`src/hw/rtl/srd_pkg.sv`:
```
package srd_pkg;

    // Payload store depth and derived widths
    localparam int MAX_PAYLOAD = 12;
    localparam int PAY_AW      = (MAX_PAYLOAD > 1) ? $clog2(MAX_PAYLOAD) : 1;
    localparam int LEN_W       = $clog2(MAX_PAYLOAD + 1);
    localparam int IDX_W       = $clog2(MAX_PAYLOAD + 5);

    // Job queue between front and back
    localparam int Q_DEPTH = 2;
    localparam int Q_AW    = (Q_DEPTH > 1) ? $clog2(Q_DEPTH) : 1;
    localparam int Q_CW    = $clog2(Q_DEPTH + 1);

    // Frame constants
    localparam logic [7:0] SYNC_PLAIN = 8'h55;
    localparam logic [7:0] SYNC_CRC   = 8'h42;
    localparam logic [7:0] CRC_POLY   = 8'h31;
    localparam logic [7:0] CRC_INIT   = 8'hFF;
    localparam logic [7:0] LEN_BIAS   = 8'd4;

    // Configuration register indexes
    localparam logic [1:0] CFG_MODE = 2'd0;
    localparam logic [1:0] CFG_CMD  = 2'd1;
    localparam logic [1:0] CFG_LEN  = 2'd2;

    // Input command codes
    localparam logic CMD_BYTE  = 1'b0;
    localparam logic CMD_FLUSH = 1'b1;

    // Result kinds and status codes
    localparam logic       KIND_PAYLOAD = 1'b0;
    localparam logic       KIND_STATUS  = 1'b1;
    localparam logic [1:0] ST_OK        = 2'd0;
    localparam logic [1:0] ST_BAD_HDR   = 2'd1;
    localparam logic [1:0] ST_CRC       = 2'd2;

    typedef enum logic [1:0] {
        PH_HDR,
        PH_HDR_BAD,
        PH_BODY
    } t_phase;

    typedef enum logic [1:0] {
        BK_IDLE,
        BK_DRAIN,
        BK_STAT
    } t_bk_state;

    typedef enum logic {
        JB_BAD_HDR,
        JB_FRAME
    } t_job_kind;

    typedef struct packed {
        logic       command;
        logic [7:0] rx_byte;
    } t_in_item;

    typedef struct packed {
        logic       kind;
        logic [7:0] payload_byte;
        logic [1:0] status;
        logic       last;
    } t_out_item;

    // One frame outcome handed from front to back
    typedef struct packed {
        t_job_kind        kind;
        logic             ok;
        logic [LEN_W-1:0] cnt;
    } t_job;

    // Payload store write port
    typedef struct packed {
        logic              en;
        logic [PAY_AW-1:0] addr;
        logic [7:0]        data;
    } t_store_wr;

    // Back-end status seen by the front
    typedef struct packed {
        logic busy;
    } t_bk_status;

    // CRC-8, MSB first, one byte
    function automatic logic [7:0] crc8_update(input logic [7:0] c, input logic [7:0] b);
        logic [7:0] x;
        x = c ^ b;
        for (int k = 0; k < 8; k++) begin
            if (x[7]) begin
                x = {x[6:0], 1'b0} ^ CRC_POLY;
            end else begin
                x = {x[6:0], 1'b0};
            end
        end
        return x;
    endfunction

endpackage

```
`src/hw/rtl/srd_front.sv`:
```
module srd_front (
    input  logic                   i_clk,
    input  logic                   i_rst_n,
    input  logic                   i_cfg_we,
    input  logic [1:0]             i_cfg_idx,
    input  logic [7:0]             i_cfg_data,
    input  logic                   i_valid,
    output logic                   o_ready,
    input  srd_pkg::t_in_item      i_item,
    output logic                   o_push,
    output srd_pkg::t_job          o_job,
    input  logic                   i_q_full,
    output srd_pkg::t_store_wr     o_wr,
    input  srd_pkg::t_bk_status    i_bk
);

    // Configuration registers
    logic       r_mode;
    logic [7:0] r_cmd;
    logic [3:0] r_len;

    // Frame tracking state
    srd_pkg::t_phase           r_phase, n_phase;
    logic [srd_pkg::IDX_W-1:0] r_idx, n_idx;
    logic [7:0]                r_crc, n_crc;
    logic [7:0]                r_rcrc, n_rcrc;

    logic                      acc, is_flush, m1, in_body;
    logic [7:0]                b, len8, len_code;
    logic                      len_over;
    logic [srd_pkg::LEN_W-1:0] eff;
    logic [srd_pkg::IDX_W-1:0] eff_x, hlast, idx_inc;
    logic                      byte_bad, hdr_bad, hdr_done, hdr_reject, hdr_fin0;
    logic                      body_end, body_last, fin, crc_hit, ok;
    logic [7:0]                crc_upd, crc_new;

    always_ff @(posedge i_clk) begin
        if (!i_rst_n) begin
            r_mode <= 1'b0;
            r_cmd  <= 8'd0;
            r_len  <= 4'd0;
        end else if (i_cfg_we) begin
            case (i_cfg_idx)
                srd_pkg::CFG_MODE: r_mode <= i_cfg_data[0];
                srd_pkg::CFG_CMD:  r_cmd  <= i_cfg_data;
                srd_pkg::CFG_LEN:  r_len  <= i_cfg_data[3:0];
                default: ;
            endcase
        end
    end

    // Full queue stalls; body waits on a queued or draining job
    assign o_ready  = !i_q_full && !((r_phase == srd_pkg::PH_BODY) && i_bk.busy);
    assign acc      = i_valid && o_ready;
    assign is_flush = (i_item.command == srd_pkg::CMD_FLUSH);
    assign b        = i_item.rx_byte;
    assign m1       = r_mode;
    assign in_body  = (r_phase == srd_pkg::PH_BODY);

    // Length handling
    assign len8     = 8'(r_len);
    assign len_code = len8 + srd_pkg::LEN_BIAS;
    assign len_over = len8 > 8'(srd_pkg::MAX_PAYLOAD);
    assign eff      = len_over ? srd_pkg::LEN_W'(srd_pkg::MAX_PAYLOAD) : srd_pkg::LEN_W'(r_len);
    assign eff_x    = srd_pkg::IDX_W'(eff);
    assign hlast    = m1 ? srd_pkg::IDX_W'(3) : srd_pkg::IDX_W'(2);
    assign idx_inc  = r_idx + srd_pkg::IDX_W'(1);

    // Header byte check
    always_comb begin
        byte_bad = 1'b0;
        if (r_idx == '0) begin
            byte_bad = b != (m1 ? srd_pkg::SYNC_CRC : srd_pkg::SYNC_PLAIN);
        end else if (!m1) begin
            if (r_idx == srd_pkg::IDX_W'(1)) begin
                byte_bad = b != len_code;
            end else if (r_idx == srd_pkg::IDX_W'(2)) begin
                byte_bad = b != r_cmd;
            end
        end else begin
            if (r_idx == srd_pkg::IDX_W'(2)) begin
                byte_bad = b != len_code;
            end else if (r_idx == srd_pkg::IDX_W'(3)) begin
                byte_bad = b != r_cmd;
            end
        end
    end

    assign hdr_bad    = (r_phase == srd_pkg::PH_HDR_BAD) || byte_bad;
    assign hdr_done   = r_idx >= hlast;
    assign hdr_reject = hdr_done && (hdr_bad || len_over);
    assign hdr_fin0   = hdr_done && !hdr_reject && m1 && (eff == '0);

    assign body_end  = r_idx >= eff_x;
    assign body_last = m1 && !body_end && (idx_inc >= eff_x);
    assign fin       = in_body ? (body_end || body_last) : hdr_fin0;

    // CRC over length, command and payload
    assign crc_upd = srd_pkg::crc8_update(r_crc, b);
    assign crc_hit = m1 && (in_body ? !body_end
                                    : ((r_idx == srd_pkg::IDX_W'(2)) ||
                                       (r_idx == srd_pkg::IDX_W'(3))));
    assign crc_new = (!in_body && (r_idx == '0)) ? srd_pkg::CRC_INIT :
                     crc_hit ? crc_upd : r_crc;
    assign ok      = !m1 || (crc_new == r_rcrc);

    // Next state
    always_comb begin
        n_phase = r_phase;
        n_idx   = r_idx;
        n_crc   = r_crc;
        n_rcrc  = r_rcrc;
        if (acc) begin
            if (is_flush) begin
                n_phase = srd_pkg::PH_HDR;
                n_idx   = '0;
                n_crc   = srd_pkg::CRC_INIT;
                n_rcrc  = 8'd0;
            end else if (!in_body) begin
                n_phase = hdr_bad ? srd_pkg::PH_HDR_BAD : srd_pkg::PH_HDR;
                n_idx   = idx_inc;
                n_crc   = crc_new;
                if (m1 && (r_idx == srd_pkg::IDX_W'(1))) begin
                    n_rcrc = b;
                end
                if (hdr_done) begin
                    if (hdr_reject || hdr_fin0) begin
                        n_phase = srd_pkg::PH_HDR;
                        n_idx   = '0;
                        n_crc   = srd_pkg::CRC_INIT;
                        n_rcrc  = 8'd0;
                    end else begin
                        n_phase = srd_pkg::PH_BODY;
                        n_idx   = '0;
                    end
                end
            end else if (fin) begin
                n_phase = srd_pkg::PH_HDR;
                n_idx   = '0;
                n_crc   = srd_pkg::CRC_INIT;
                n_rcrc  = 8'd0;
            end else begin
                n_idx = idx_inc;
                n_crc = crc_new;
            end
        end
    end

    // Outputs: job push and store write
    always_comb begin
        o_push     = acc && !is_flush && (fin || (!in_body && hdr_reject));
        o_job.kind = (!in_body && hdr_reject) ? srd_pkg::JB_BAD_HDR : srd_pkg::JB_FRAME;
        o_job.ok   = ok;
        o_job.cnt  = eff;
        o_wr.en    = acc && !is_flush && in_body && !body_end;
        o_wr.addr  = r_idx[srd_pkg::PAY_AW-1:0];
        o_wr.data  = b;
    end

    always_ff @(posedge i_clk) begin
        if (!i_rst_n) begin
            r_phase <= srd_pkg::PH_HDR;
            r_idx   <= '0;
            r_crc   <= srd_pkg::CRC_INIT;
            r_rcrc  <= 8'd0;
        end else begin
            r_phase <= n_phase;
            r_idx   <= n_idx;
            r_crc   <= n_crc;
            r_rcrc  <= n_rcrc;
        end
    end

endmodule

```
`src/hw/rtl/srd_queue.sv`:
```
module srd_queue (
    input  logic          i_clk,
    input  logic          i_rst_n,
    input  logic          i_push,
    input  srd_pkg::t_job i_job,
    output logic          o_full,
    output logic          o_valid,
    output srd_pkg::t_job o_job,
    input  logic          i_pop
);

    srd_pkg::t_job            r_slot [srd_pkg::Q_DEPTH];
    logic [srd_pkg::Q_AW-1:0] r_wp, r_rp;
    logic [srd_pkg::Q_CW-1:0] r_cnt;
    logic                     do_push, do_pop;

    assign o_full  = (r_cnt == srd_pkg::Q_CW'(srd_pkg::Q_DEPTH));
    assign o_valid = (r_cnt != '0);
    assign o_job   = r_slot[r_rp];
    assign do_push = i_push && !o_full;
    assign do_pop  = i_pop && o_valid;

    // Slot storage
    always_ff @(posedge i_clk) begin
        if (do_push) begin
            r_slot[r_wp] <= i_job;
        end
    end

    // Pointers and fill count
    always_ff @(posedge i_clk) begin
        if (!i_rst_n) begin
            r_wp  <= '0;
            r_rp  <= '0;
            r_cnt <= '0;
        end else begin
            if (do_push) begin
                r_wp <= (r_wp == srd_pkg::Q_AW'(srd_pkg::Q_DEPTH - 1)) ? '0
                                                                      : r_wp + 1'b1;
            end
            if (do_pop) begin
                r_rp <= (r_rp == srd_pkg::Q_AW'(srd_pkg::Q_DEPTH - 1)) ? '0
                                                                      : r_rp + 1'b1;
            end
            case ({do_push, do_pop})
                2'b10:   r_cnt <= r_cnt + 1'b1;
                2'b01:   r_cnt <= r_cnt - 1'b1;
                default: r_cnt <= r_cnt;
            endcase
        end
    end

endmodule

```
`src/hw/rtl/srd_back.sv`:
```
module srd_back (
    input  logic                  i_clk,
    input  logic                  i_rst_n,
    input  srd_pkg::t_store_wr    i_wr,
    input  logic                  i_q_valid,
    input  srd_pkg::t_job         i_q_job,
    output logic                  o_pop,
    output srd_pkg::t_bk_status   o_bk,
    output logic                  o_valid,
    input  logic                  i_ready,
    output srd_pkg::t_out_item    o_item
);

    logic [7:0] r_store [srd_pkg::MAX_PAYLOAD];

    srd_pkg::t_bk_state        r_state, n_state;
    srd_pkg::t_job             r_job;
    logic [srd_pkg::PAY_AW-1:0] r_rd;
    logic                      r_ovalid;
    srd_pkg::t_out_item        r_out;

    logic       out_free, last_rd, emit_byte, emit_stat;
    logic [1:0] st_code;

    assign out_free = !r_ovalid || i_ready;
    assign last_rd  = (srd_pkg::LEN_W'(r_rd) + srd_pkg::LEN_W'(1)) == r_job.cnt;

    always_comb begin
        if (r_job.kind == srd_pkg::JB_BAD_HDR) begin
            st_code = srd_pkg::ST_BAD_HDR;
        end else if (r_job.ok) begin
            st_code = srd_pkg::ST_OK;
        end else begin
            st_code = srd_pkg::ST_CRC;
        end
    end

    // Payload store
    always_ff @(posedge i_clk) begin
        if (i_wr.en) begin
            r_store[i_wr.addr] <= i_wr.data;
        end
    end

    // Next state
    always_comb begin
        n_state = r_state;
        case (r_state)
            srd_pkg::BK_IDLE: begin
                if (i_q_valid) begin
                    if ((i_q_job.kind == srd_pkg::JB_FRAME) && i_q_job.ok &&
                        (i_q_job.cnt != '0)) begin
                        n_state = srd_pkg::BK_DRAIN;
                    end else begin
                        n_state = srd_pkg::BK_STAT;
                    end
                end
            end
            srd_pkg::BK_DRAIN: begin
                if (out_free && last_rd) begin
                    n_state = srd_pkg::BK_STAT;
                end
            end
            srd_pkg::BK_STAT: begin
                if (out_free) begin
                    n_state = srd_pkg::BK_IDLE;
                end
            end
            default: n_state = srd_pkg::BK_IDLE;
        endcase
    end

    // State outputs; busy also covers a job still waiting in the queue,
    // whose payload must not be overwritten before it drains
    always_comb begin
        o_pop     = (r_state == srd_pkg::BK_IDLE) && i_q_valid;
        emit_byte = (r_state == srd_pkg::BK_DRAIN) && out_free;
        emit_stat = (r_state == srd_pkg::BK_STAT) && out_free;
        o_bk.busy = (r_state != srd_pkg::BK_IDLE) || i_q_valid;
    end

    // Control registers
    always_ff @(posedge i_clk) begin
        if (!i_rst_n) begin
            r_state  <= srd_pkg::BK_IDLE;
            r_ovalid <= 1'b0;
        end else begin
            r_state <= n_state;
            if (emit_byte || emit_stat) begin
                r_ovalid <= 1'b1;
            end else if (i_ready) begin
                r_ovalid <= 1'b0;
            end
        end
    end

    // Job, read index and output register
    always_ff @(posedge i_clk) begin
        if (o_pop) begin
            r_job <= i_q_job;
            r_rd  <= '0;
        end else if (emit_byte) begin
            r_rd <= r_rd + 1'b1;
        end
        if (emit_byte) begin
            r_out.kind         <= srd_pkg::KIND_PAYLOAD;
            r_out.payload_byte <= r_store[r_rd];
            r_out.status       <= srd_pkg::ST_OK;
            r_out.last         <= 1'b0;
        end else if (emit_stat) begin
            r_out.kind         <= srd_pkg::KIND_STATUS;
            r_out.payload_byte <= 8'd0;
            r_out.status       <= st_code;
            r_out.last         <= 1'b1;
        end
    end

    assign o_valid = r_ovalid;
    assign o_item  = r_out;

`ifndef SYNTHESIS
    a_drain_ok_frame: assert property (@(posedge i_clk) disable iff (!i_rst_n)
        (r_state == srd_pkg::BK_DRAIN) |-> ((r_job.kind == srd_pkg::JB_FRAME) && r_job.ok))
        else $error("drain entered for a job without released payload");
    a_drain_in_range: assert property (@(posedge i_clk) disable iff (!i_rst_n)
        (r_state == srd_pkg::BK_DRAIN) |-> (srd_pkg::LEN_W'(r_rd) < r_job.cnt))
        else $error("payload read index past frame length");
    a_byte_lands: assert property (@(posedge i_clk) disable iff (!i_rst_n)
        emit_byte |=> (r_ovalid && (r_out.kind == srd_pkg::KIND_PAYLOAD)))
        else $error("drained byte not presented");
`endif

endmodule

```
`src/hw/rtl/serial_response_deframer.sv`:
```
// Channel   Direction  Handshake                    Payload
// rx        in         i_rx_valid / o_rx_ready      i_rx_item  (command, rx_byte)
// rsp       out        o_rsp_valid / i_rsp_ready    o_rsp_item (kind, payload_byte, status, last)
// cfg       in         i_cfg_we (no wait)           i_cfg_idx, i_cfg_data
//
// Bytes are taken one per cycle, but body bytes wait while any job is queued or
// draining and header bytes while the two-entry job queue is full. The first result
// of a frame passes the job queue, drain job register and output register after its
// last byte is accepted; a good frame gives count payload results and a status result,
// one per cycle while i_rsp_ready is high; a bad header or CRC gives one status result.
// Reset is synchronous, active low; the payload store is not cleared.
module serial_response_deframer (
    input  logic                 i_clk,
    input  logic                 i_rst_n,
    input  logic                 i_cfg_we,
    input  logic [1:0]           i_cfg_idx,
    input  logic [7:0]           i_cfg_data,
    input  logic                 i_rx_valid,
    output logic                 o_rx_ready,
    input  srd_pkg::t_in_item    i_rx_item,
    output logic                 o_rsp_valid,
    input  logic                 i_rsp_ready,
    output srd_pkg::t_out_item   o_rsp_item
);

    logic                 push, q_full, q_valid, pop;
    srd_pkg::t_job        push_job, q_job;
    srd_pkg::t_store_wr   wr;
    srd_pkg::t_bk_status  bk;

    srd_front u_front (
        .i_clk      (i_clk),
        .i_rst_n    (i_rst_n),
        .i_cfg_we   (i_cfg_we),
        .i_cfg_idx  (i_cfg_idx),
        .i_cfg_data (i_cfg_data),
        .i_valid    (i_rx_valid),
        .o_ready    (o_rx_ready),
        .i_item     (i_rx_item),
        .o_push     (push),
        .o_job      (push_job),
        .i_q_full   (q_full),
        .o_wr       (wr),
        .i_bk       (bk)
    );

    srd_queue u_queue (
        .i_clk   (i_clk),
        .i_rst_n (i_rst_n),
        .i_push  (push),
        .i_job   (push_job),
        .o_full  (q_full),
        .o_valid (q_valid),
        .o_job   (q_job),
        .i_pop   (pop)
    );

    srd_back u_back (
        .i_clk     (i_clk),
        .i_rst_n   (i_rst_n),
        .i_wr      (wr),
        .i_q_valid (q_valid),
        .i_q_job   (q_job),
        .o_pop     (pop),
        .o_bk      (bk),
        .o_valid   (o_rsp_valid),
        .i_ready   (i_rsp_ready),
        .o_item    (o_rsp_item)
    );

`ifndef SYNTHESIS
    a_no_push_full: assert property (@(posedge i_clk) disable iff (!i_rst_n)
        push |-> !q_full)
        else $error("job pushed into full queue");
    a_no_write_drain: assert property (@(posedge i_clk) disable iff (!i_rst_n)
        wr.en |-> (!bk.busy && !q_valid))
        else $error("payload store written while a frame drains");
    a_payload_busy: assert property (@(posedge i_clk) disable iff (!i_rst_n)
        (o_rsp_valid && (o_rsp_item.kind == srd_pkg::KIND_PAYLOAD)) |-> bk.busy)
        else $error("payload result pending with drain side idle");
`endif

endmodule

```
`config.mk`:
```
export PLATFORM = sky130hd
export DESIGN_NAME = serial_response_deframer
export DESIGN_NICKNAME = d
export VERILOG_FILES = /design/src/hw/rtl/srd_pkg.sv /design/src/hw/rtl/srd_front.sv /design/src/hw/rtl/srd_queue.sv /design/src/hw/rtl/srd_back.sv /design/src/hw/rtl/serial_response_deframer.sv
export SDC_FILE = /design/constraint.sdc
export NUM_CORES = 1
export LEC_CHECK = 0
export BUFFER_PORTS_ARGS = -buffer_cell sky130_fd_sc_hd__buf_2
export CAP_MARGIN = 30
export CORE_MARGIN = 2
export CORE_UTILIZATION = 27
export CTS_CLUSTER_DIAMETER = 50
export DETAILED_ROUTE_END_ITERATION = 16
export GPL_ROUTABILITY_DRIVEN = 0
export HOLD_SLACK_MARGIN = 0.03
export PLACE_DENSITY_LB_ADDON = 0.25
export SYNTH_ARGS = -nofsm -noshare
export SYNTH_HDL_FRONTEND = slang
export SYNTH_HIERARCHICAL = 1
export SYNTH_SLANG_ARGS = --single-unit
```
`constraint.sdc`:
```
create_clock -name i_clk -period 3.72 [get_ports i_clk]
set_input_delay 0.558 -clock i_clk [delete_from_list [all_inputs] [get_ports i_clk]]
set_output_delay 0.558 -clock i_clk [all_outputs]
set_load 0.03 [all_outputs]
```
======== Word level (Yosys, flattened, before mapping) ========
Memories as Yosys holds them, arrays and structs flattened. A register that Yosys moved wholly into a read port is not among the register bits.
Cells that the tools add are included.
W data, S select, Z words.
word-level totals
  memories kept ........................... 2
  output and inout port bits .............. 14
  flip-flop bits (word level) ............. 64
  logic and storage cells ................. 185
  memory bits (writable) .................. 108
  bits of input ports ..................... 24
cells by class
  magnitude comparators ................... 4
  muxes and demuxes ....................... 65
  bitwise logic cells ..................... 9
  $add $sub $neg .......................... 7
  eq/ne operators ......................... 21
  reduce and logical (&&, ||, !) cells .... 58
memories
  name            depth  bits a word  read ports  clocked after Yosys merged registers in  write ports  line             text
  u_back.r_store  12     8            1           1                                        1            srd_back.sv:14   logic [7:0] r_store [srd_pkg::MAX_PAYLOAD];
  u_queue.r_slot  2      6            1           1                                        1            srd_queue.sv:12  srd_pkg::t_job r_slot [srd_pkg::Q_DEPTH];
operator list
  kind                   count
  $mux W8                13
  $mux W6                8
  $logic_and A1 B1 Y1    25
  $mux W5                5
  $ne A8 B8 Y1           3
  $not A3 Y3             8
  $mux W11               2
  $mux W2                11
  $mux W1                21
  $mux W4                3
  $eq A2 B2 Y1 const B   5
  $eq A5 B2 Y1 const B   2
  $ge A5 B4 Y1           2
  $logic_or A1 B1 Y1     10
  $reduce_bool A2 Y1     5
  $eq A2 B1 Y1 const B   4
  $eq A8 B8 Y1           1
  $logic_not A1 Y1       8
  $reduce_and A2 Y1      4
  $xor A8 B8 Y8          1
  $ne A2 B1 Y1 const B   3
  $pmux W2 S3            1
  $add A4 B3 Y5 const B  1
  $add A5 B1 Y5 const B  1
  other kinds (15)       17

======== Logic depth before layout (Yosys ltp) ========
Gate-level depths: netlist (run 1).
  word-level depth ........................ 23
  mapped depth ............................ 15
  gate-level depth less buffers ........... 15

======== By module ========
Netlist (run 1), hierarchy kept.
by module, submodules not included
  module     cells an instance  instances  area each (um^2)  seq. area each (um^2)
  srd_back   277                1          4830.9            3583.4
  srd_front  373                1          3138.0            720.7
  srd_queue  46                 1          661.9             460.4

======== Worst setup path after synthesis (run 1) ========
No wires, ideal clock.
  path type ............................... register to register
  start point ............................. register u_queue/r_cnt[0] (netlist bit)
  end point ............................... memory u_back.r_store[0][0] (enable)
  library setup time ...................... 0.383 ns
  path buffers ............................ 0
  data required time ...................... 3.337 ns
  setup slack ............................. 0.079 ns
  clock period less this slack ............ 3.641 ns
  cell stages (with the launch flop) ...... 8
  arrival ................................. 3.258 ns
  cells stage by stage .................... dfxtp_1 -> or2_2 -> or3_1 -> a21oi_1 -> nand2_1 -> nor3_1 -> or3b_2 -> nor3_1
RTL lines
  item                    line             text
  from (decl)             srd_queue.sv:14  logic [srd_pkg::Q_CW-1:0] r_cnt;
  from (signal assigned)  srd_queue.sv:46  2'b10: r_cnt <= r_cnt + 1'b1;
  from (signal assigned)  srd_queue.sv:47  2'b01: r_cnt <= r_cnt - 1'b1;
  from (signal assigned)  srd_queue.sv:48  default: r_cnt <= r_cnt;
  to (decl)               srd_back.sv:14

==> results of run 1 <==
-- flip-flops by register name, summed over array words and instances, names as in the netlist, 4 cells and up, named ones only --
signal and cells:
u_back/r_job 6, u_back/r_store 96, u_front/r_rcrc 8, u_front/r_idx 5, u_queue/r_slot 12, u_front/r_cmd 8
u_back/o_item 11, u_front/r_crc 8, u_back/r_rd 4, u_front/r_len 4
-- worst register-to-register path: cells and delay by family (launching register included) --
| kind | cells | cell delay [ns] |
|---|---|---|
| AOI/OAI and AO/OA | 1 | 0.21 |
| adders and majority gates | 2 | 0.44 |
| buffers and inverters | 2 | 0.27 |
| DFF | 1 | 0.37 |
| and+or+nand+nor | 7 | 1.90 |
-- cells in the final DEF (no fill, tap or decap), drive strengths merged, types with 10 or more instances in the layout --
master / count
edfxtp: 122
buf: 73
dfxtp: 55
xnor2: 48
nor2: 40
nor2b: 39
inv: 34
nand2: 32
mux2i: 31
nor3: 27
clkbuf: 17
mux4: 17
ha: 17
o21ai: 16
nand3: 15
a21oi: 15
nand4: 13
xor2: 12
a22o: 11
nand2b: 10
-- stage by stage --
step / instances / cell area (um^2) / utilization [%] / hold WS (ns) / power, mW
4_1_cts: 1163 / 9973 / 31.61 / 0.3666 / 4.566
6_report: 1163 / 10000 / 31.70 / 0.3831 / 4.509
3_3_place_gp: 1131 / 9360 / 29.66 / 0.4807 / 2.745
5_1_grt: 1163 / 10000 / 31.70 / 0.3787 / 4.703
2_1_floorplan: 696 / 8631 / - / 0.4583 / 2.606
3_5_place_dp: 1131 / 9360 / 29.66 / 0.4812 / 2.744
-- where the power goes --
group / internal [mW] / switching [mW] / leakage [nW]
sequential: 2.13 / 0.0545 / 1.56
clock: 0.967 / 0.850 / 0.292
combinational: 0.233 / 0.276 / 1.60
total: 3.33 / 1.18 / 3.46
-- final cells by class --
cell class              instances  area, um^2
well taps                     402       503.0
clock buffers                  17       425.4
fillers                      3204       21550
multi-input cells             452        3563
inverters                      27       101.3
clock inverters                15       187.7
flip-flops and latches        177        4766
repair buffers                 73       455.4
-- kinds of logic (layout without fill, tap and decap cells) --
logic type,after synthesis,after routing,synth area share (%)
XOR/XNOR,60,60,6.871
AO/OA/AOI/OAI,105,105,9.119
buffers and inverters,67,132,3.842
adder cells (fa/ha/maj),17,17,2.464
AND/OR/NAND/NOR,214,214,13.42
multiplexers,56,56,9.075
flip-flops,177,177,55.20
-- layer usage --
layer	routed length (um)	track usage (%)	vias up	part of all wire (%)
met2	8966	19.01	118	46
li1	-	-	2692	-
met1	9637	17.17	2686	49
met5	0	0	-	0
met4	385	4.512	0	2.0
met3	669	2.204	26	3.4
-- path summary, 6_finish.rpt --
check	slack (ns)	endpoint	cells after the start	startpoint
worst max-delay path	0.24	u_back/r_store[0][6]$_DFFE_PP_	12	u_front/r_len[3]$_SDFFE_PN0P_
worst min-delay path	0.38	u_front/r_cmd[7]$_SDFFE_PN0P_	3	i_cfg_data[7]
worst max register to register	0.24	u_back/r_store[0][6]$_DFFE_PP_	12	u_front/r_len[3]$_SDFFE_PN0P_
worst min register to register	0.50	u_queue/r_wp$_SDFFE_PN0P_	2	u_queue/r_wp$_SDFFE_PN0P_
==> results.ini, run 1 <==
[drt]
remaining_drc_errors = 0
totalWireLength_um = 19660
vias = 5522
routedWlPerCell_um = 16.90
first_pass_iters = 5
ant_nets = 0
drt_iter0_drc = 379
viasPerCell = 4.748

[sta]
period_needed_ns = 3.481
slew_headroom_pct = 38.80
worstMarginPinSlew_ns = 0.9110
finClkSkew_ns = 0.01141
hold_viol_final = 0
slew_violations = 0
setup_viol = 0
setup_slack_ns = 0.2388
layout_worst_path_cycle_share_pct = 93.58
max_freq_mhz = 287.3
setup_tns_ns = 0
rsz0062_at_grt = false

[logic_synthesis]
yosys.area.top_type = edfxtp_1
ys_async_sr_fraction_pct = 0
synth.cell_area_um2 = 8631
postSynthCellCount = 696
synth-main-ff-cell = edfxtp_1
synth_edf_count = 122
yosysWarnings = 6
synth-seq-cells = 177
synth_nets = 737
synthTopCellsByCount = edfxtp_1, dfxtp_1, xnor2_1
ys_top_cells_by_area = edfxtp_1, dfxtp_1, xnor2_1, mux4_2, mux2i_1
netlist.area_leader.share_pct = 42.45
avgSynthCellArea_um2 = 12.40
seq_area_frac_synth_pct = 55.20
yosysMostFrequentCell = edfxtp_1
synth_cell_types = 72

[power]
power.density_nw_per_um2 = 450.8
peakVddDrop_uv = 280.1
power_leakage_nw = 3.458

[floorplan]
die_area_um2 = 33410
fp.dieW_um = 182.8
fp.dieH_um = 182.8
std_cell_rows = 65
core_um2 = 31560
ioPinCount = 38
start_util_pct = 27.35

[setup_path]
cpLargestDelayFamily = simple AND/OR/NAND/NOR gates
cp_slowest_stage_delay_ns = 0.54
worstPathCellList = ha_1 > nor2b_2 > or2_2 > inv_1 > ha_1 > nor4_1 > a22o_1 > nand2_1 > nor3_1 > or3b_2 > nor3_1 > buf_4
crit_arrival_ns = 3.62
path_class = flip-flop to flip-flop
crit_path_max_fanout = 8
worst-path-buf-inv = 2
end_kind = flip-flop
start_kind = flip-flop
worst_ep_required_time_ns = 3.86
cp_slowest_cell = or3b_2

[clock_network]
cts_tree = yes
clkLatencyLatePin_ns = 0.43
cts_resized = 0
hold_buffers = 0
ctsLongestPathBuffers = 2
numCtsBuffers = 17
clock_sinks = 177
cts-root-buf = clkbuf_16
htree_levels = 4
cts_setup_buffers = 0
clk_pin_slew_ns = 0.07

[final_layout]
areaGrowthSynthToFinish_pct = 15.89
layout-drive-gt1-share_pct = 20.11
antenna_cells = 0
fin_nets = 789

[grt]
antenna_found_initial = 0
grt_pass1_vias = 5470
grt_pass1_wl_um = 31240
grt.total_usage_pct = 12.26
grt_max_degree = 30
overflow = 0

[placement]
io_buffer_count = 37
place_ws_ns = 0.2203
place_hpwl_um = 13840

[min_path]
hold_class = primary input to flip-flop

[job]
cap_viol_max_count = 0

[run_status]
status = finished clean

Power figures use the tool's default switching activity.
==> inputs of run 2 (changes only) <==
Settings changed: ABC_AREA from default to 1.
==> results.ini, run 2 <==
[clock_network]
cts_setup_buffers = 0
numCtsBuffers = 17
clk_pin_slew_ns = 0.08
cts-root-buf = clkbuf_16
cts_tree = yes
clkLatencyLatePin_ns = 0.44
clock_sinks = 177
ctsLongestPathBuffers = 2
htree_levels = 4

[logic_synthesis]
ys_top_cells_by_area = edfxtp_1, dfxtp_1, nand2_1, nor2_1, o21ai_0
synthTopCellsByCount = nand2_1, nor2_1, edfxtp_1
avgSynthCellArea_um2 = 8.850
seq_area_frac_synth_pct = 54.21
yosysMostFrequentCell = nand2_1
synth_nets = 1034
synth.cell_area_um2 = 8788
synth_cell_types = 45
synth_edf_count = 122
yosysWarnings = 6
yosys.area.top_type = edfxtp_1
ys_async_sr_fraction_pct = 0
postSynthCellCount = 993
synth-seq-cells = 177
netlist.area_leader.share_pct = 41.69
synth-main-ff-cell = edfxtp_1

[sta]
worstMarginPinSlew_ns = 0.8217
rsz0062_at_grt = false
max_freq_mhz = 309.0
period_needed_ns = 3.236
slew_violations = 0
slew_headroom_pct = 45.14
setup_viol = 0
setup_tns_ns = 0
hold_viol_final = 0
finClkSkew_ns = 0.01333
layout_worst_path_cycle_share_pct = 86.99
holdWs_ns = 0.3452

[final_layout]
multi_input_area_um2 = 3349
seq_area_um2 = 4765
areaGrowthSynthToFinish_pct = 13.67
final_cell_area_um2 = 9990
utilization_pct = 30.94
fillers = 3385
largest_register_ffs = 96
antenna_cells = 0
final_cell_mix = nand2_1, nor2_1, edfxtp_1
fin_nets = 1069
layout_commonest_cell = nand2_1
regMostFlops = u_back/r_store
layout-drive-gt1-share_pct = 14.70

[drt]
remaining_drc_errors = 0
routedWlPerCell_um = 14.92
viasPerCell = 4.538
totalWireLength_um = 22120
vias = 6730
drt_iter0_drc = 522
ant_nets = 0
first_pass_iters = 6

[min_path]
hold_class = primary input to flip-flop
hold_path_end = u_front/r_cmd[4]$_SDFFE_PN0P_
hold_path_depth = 3
min_from = i_cfg_data[4]

[placement]
place_hpwl_um = 15540
place_area_um2 = 9427
io_buffer_count = 37

[setup_path]
crit_path_max_fanout = 5
cp_slowest_cell = dfxtp_1
r2r-start = u_front/r_len[2]$_SDFFE_PN0P_
r2r_slack_ns = 0.48
cp_slowest_stage_delay_ns = 0.35
worstPathCellList = ha_1 > o21ai_1 > inv_1 > nor2_2 > ha_1 > a21boi_0 > o21a_1 > o21ai_0 > nand2_1 > nand3_1 > nand2_1 > clkinv_1 > a21oi_1 > inv_1 > nor2_4 > inv_2 > ha_1 > inv_1 > nand2_1 > nor2_1 > nor2_1 > nor2_1
crit_arrival_ns = 3.61
cpLargestDelayFamily = simple AND/OR/NAND/NOR gates
timing.rr.end = u_queue/r_cnt[1]$_SDFFE_PN0P_
path_class = flip-flop to flip-flop
worst_ep_required_time_ns = 4.09
r2r_cells = 22
end_kind = flip-flop
worst-path-buf-inv = 5
start_kind = flip-flop

[floorplan]
start_util_pct = 27.22
die_area_um2 = 34010
std_cell_rows = 66
core_um2 = 32290
fp.dieW_um = 184.4
ioPinCount = 38
fp.dieH_um = 184.4

[power]
power_mw = 4.487
power.density_nw_per_um2 = 449.2
peakVddDrop_uv = 293.1
power_leakage_nw = 3.929

[job]
cap_viol_max_count = 0

[grt]
grt.total_usage_pct = 13.56
antenna_found_initial = 0
overflow = 0
grt_pass1_wl_um = 35200
grt_max_degree = 49
grt_pass1_vias = 6344

[run_status]
status = finished clean

[run 2: metrics by stage]
step	cells	worst slack, ns
after floorplan	993	0.7011
after global placement	1451	0.4834
after detailed placement	1451	0.3929
after CTS	1483	0.3543
after global routing	1483	0.1134
final	1483	0.4840
[run 2: tightest hold or removal path: cells and delay by family]
family | cells | cell delay [ns]
AND/OR/NAND/NOR | 2 | 0.12
buffers and inverters | 1 | 0.08
[run 2: layer usage]
| metal | track usage, % | share of wire [%] | vias to the layer above |
|---|---|---|---|
| li1 | - | - | 3412 |
| met2 | 21.31 | 45 | 113 |
| met5 | 0 | 0 | - |
| met3 | 2.292 | 2.9 | 28 |
| met4 | 4.992 | 1.9 | 0 |
| met1 | 18.70 | 50 | 3177 |
[run 2: how the worst max path moves through the flow]
stage,from,depth (start not counted),slack [ns],to
3_3_place_gp,u_front/r_len[2]$_SDFFE_PN0P_,17,0.48,u_queue/r_slot[0][2]$_DFFE_PP_
2_1_floorplan,u_front/r_len[2]$_SDFFE_PN0P_,22,0.70,u_queue/r_cnt[1]$_SDFFE_PN0P_
3_5_place_dp,u_front/r_len[2]$_SDFFE_PN0P_,17,0.39,u_queue/r_slot[0][3]$_DFFE_PP_
6_report,u_front/r_len[2]$_SDFFE_PN0P_,22,0.48,u_queue/r_cnt[1]$_SDFFE_PN0P_
4_1_cts,u_front/r_len[2]$_SDFFE_PN0P_,17,0.35,u_queue/r_slot[0][5]$_DFFE_PP_
5_1_grt,u_front/r_len[2]$_SDFFE_PN0P_,22,0.11,u_queue/r_cnt[1]$_SDFFE_PN0P_
[run 2: cells by family after synthesis]
| family | share of synthesized area (%) |
|---|---|
| flip-flops | 54.21 |
| AO/OA/AOI/OAI | 10.88 |
| AND/OR/NAND/NOR | 22.30 |
| buffers and inverters | 7.731 |
| multiplexers | 0.7687 |
| XOR/XNOR | 1.694 |
| adder cells (fa/ha/maj) | 2.420 |
[run 2: report_power, final]
part,internal (mW),switching (mW)
registers,2.15,0.0449
logic,0.174,0.406
clock network,0.885,0.830
total,3.21,1.28
[run 2: area by class of cell]
class | instances | share of cell area [%]
Clock buffer | 19 | 4.334
Inverter | 101 | 3.845
Tap cell | 442 | 5.536
Multi-Input combinational cell | 668 | 33.53
Sequential cell | 177 | 47.70
Timing Repair Buffer | 63 | 3.808
Clock inverter | 13 | 1.253
[run 2: repair_timing]
action                     CTS  global route
hold buffers                 0             0
setup endpoints to repair    0             6
resized for setup            0             2
hold endpoints to repair     0             0
==> inputs of run 3 (changes only) <==
Clock period 3.72 ns to 3.1 ns, I/O delays scaled along.
==> results.ini, run 3 (synthesis gave the netlist of run 2 again) <==
[final_layout]
fin_nets = 1089
largest_register_ffs = 96
antenna_cells = 0
regMostFlops = u_back/r_store
fillers = 3385
layout-drive-gt1-share_pct = 17.25
final_cell_mix = nand2_1, nor2_1, edfxtp_1
utilization_pct = 31.58
layout_commonest_cell = nand2_1
areaGrowthSynthToFinish_pct = 16.02

[clock_network]
ctsLongestPathBuffers = 2
clk_pin_slew_ns = 0.08
cts_setup_buffers = 0
cts_tree = yes
numCtsBuffers = 17
htree_levels = 4
hold_buffers = 0
cts-root-buf = clkbuf_16
clock_sinks = 177
clkLatencyLatePin_ns = 0.44

[sta]
worstMarginPinSlew_ns = 0.5570
rsz0062_at_grt = true
setup_viol = 0
setup_tns_ns = 0
slew_headroom_pct = 62.58
hold_viol_final = 0
layout_worst_path_cycle_share_pct = 93.18
period_needed_ns = 2.889
max_freq_mhz = 346.2
finClkSkew_ns = 0.01211
slew_violations = 0

[grt]
overflow = 0
grt.total_usage_pct = 14.25
grt_pass1_vias = 6719
antenna_found_initial = 0
grt_max_degree = 49
grt_pass1_wl_um = 36920

[floorplan]
fp.dieH_um = 184.4
std_cell_rows = 66
die_area_um2 = 34010
ioPinCount = 38
core_um2 = 32290
start_util_pct = 27.22
fp.dieW_um = 184.4

[drt]
totalWireLength_um = 23060
viasPerCell = 4.544
remaining_drc_errors = 0
drt_iter0_drc = 516
first_pass_iters = 6
routedWlPerCell_um = 15.34
ant_nets = 0
vias = 6830

[setup_path]
end_kind = flip-flop
crit_arrival_ns = 3.03
crit_path_max_fanout = 5
worst_ep_required_time_ns = 3.25
start_kind = flip-flop
path_class = flip-flop to flip-flop

[power]
power_mw = 5.508
power_leakage_nw = 4.036
peakVddDrop_uv = 308.3
power.density_nw_per_um2 = 540.2

[job]
cap_viol_max_count = 0

[run_status]
status = finished clean

[placement]
place_hpwl_um = 16320
io_buffer_count = 37

[min_path]
hold_class = primary input to flip-flop

run 3: cell type report:
class                           count  area (um^2)  area share, %
Clock inverter                     12        120.1          1.178
Multi-Input combinational cell    668         3383          33.18
Sequential cell                   177         4767          46.75
Tap cell                          442        553.0          5.424
Clock buffer                       20        457.9          4.491
Timing Repair Buffer               83        530.5          5.203
Inverter                          101        384.1          3.767
run 3: what timing repair did:
item	in CTS	in global routing
setup endpoints to repair	1	112
pin swaps	0	2
gates resized for setup	1	14
run 3: critical path, cell delays in order, from the launching register on:
cell and delay, ns:
dfxtp_2 0.34, ha_4 0.16, o21ai_2 0.08, inv_2 0.06, buf_4 0.14, nor2_2 0.10
ha_1 0.25, inv_1 0.10, nor2_4 0.04, a21oi_2 0.14, nand3_2 0.14, nor3_1 0.34
buf_4 0.19, nand3_1 0.13, nor2_1 0.19, buf_4 0.18
run 3: power by group:
part / switching (mW) / internal [mW]
registers: 0.0470 / 2.58
clock network: 0.974 / 1.18
logic: 0.505 / 0.229
run 3: path summary, 6_finish.rpt:
kind,start,endpoint,slack [ns],depth (start not counted)
worst max-delay path,u_front/r_len[2]$_SDFFE_PN0P_,u_back/r_store[6][5]$_DFFE_PP_,0.21,15
worst min register to register,u_back/r_job[4]$_DFFE_PP_,u_back/o_item[2]$_SDFFE_PP0P_,0.43,1
worst max register to register,u_front/r_len[2]$_SDFFE_PN0P_,u_back/r_store[6][5]$_DFFE_PP_,0.21,15
worst min-delay path,i_cfg_data[6],u_front/r_cmd[6]$_SDFFE_PN0P_,0.24,3
run 3: metal layers:
metal,global-route usage (%),up-vias,wire [um]
li1,-,3458,-
met1,18.90,3185,10860
met2,22.68,159,10430
met3,3.142,28,1235
met4,5.472,0,536
met5,0,-,0
run 3: stage by stage:
step | instance area (um^2) | hold WS (ns) | instances | worst slack, ns
2_1_floorplan | 8788 | 0.4136 | 993 | 0.08105
3_3_place_gp | 9577 | 0.4237 | 1471 | 0.08433
3_5_place_dp | 9577 | 0.4247 | 1471 | -0.01164
4_1_cts | 10160 | 0.2268 | 1503 | 0.02983
5_1_grt | 10200 | 0.2505 | 1503 | -0.04942
6_report | 10200 | 0.2429 | 1503 | 0.2115
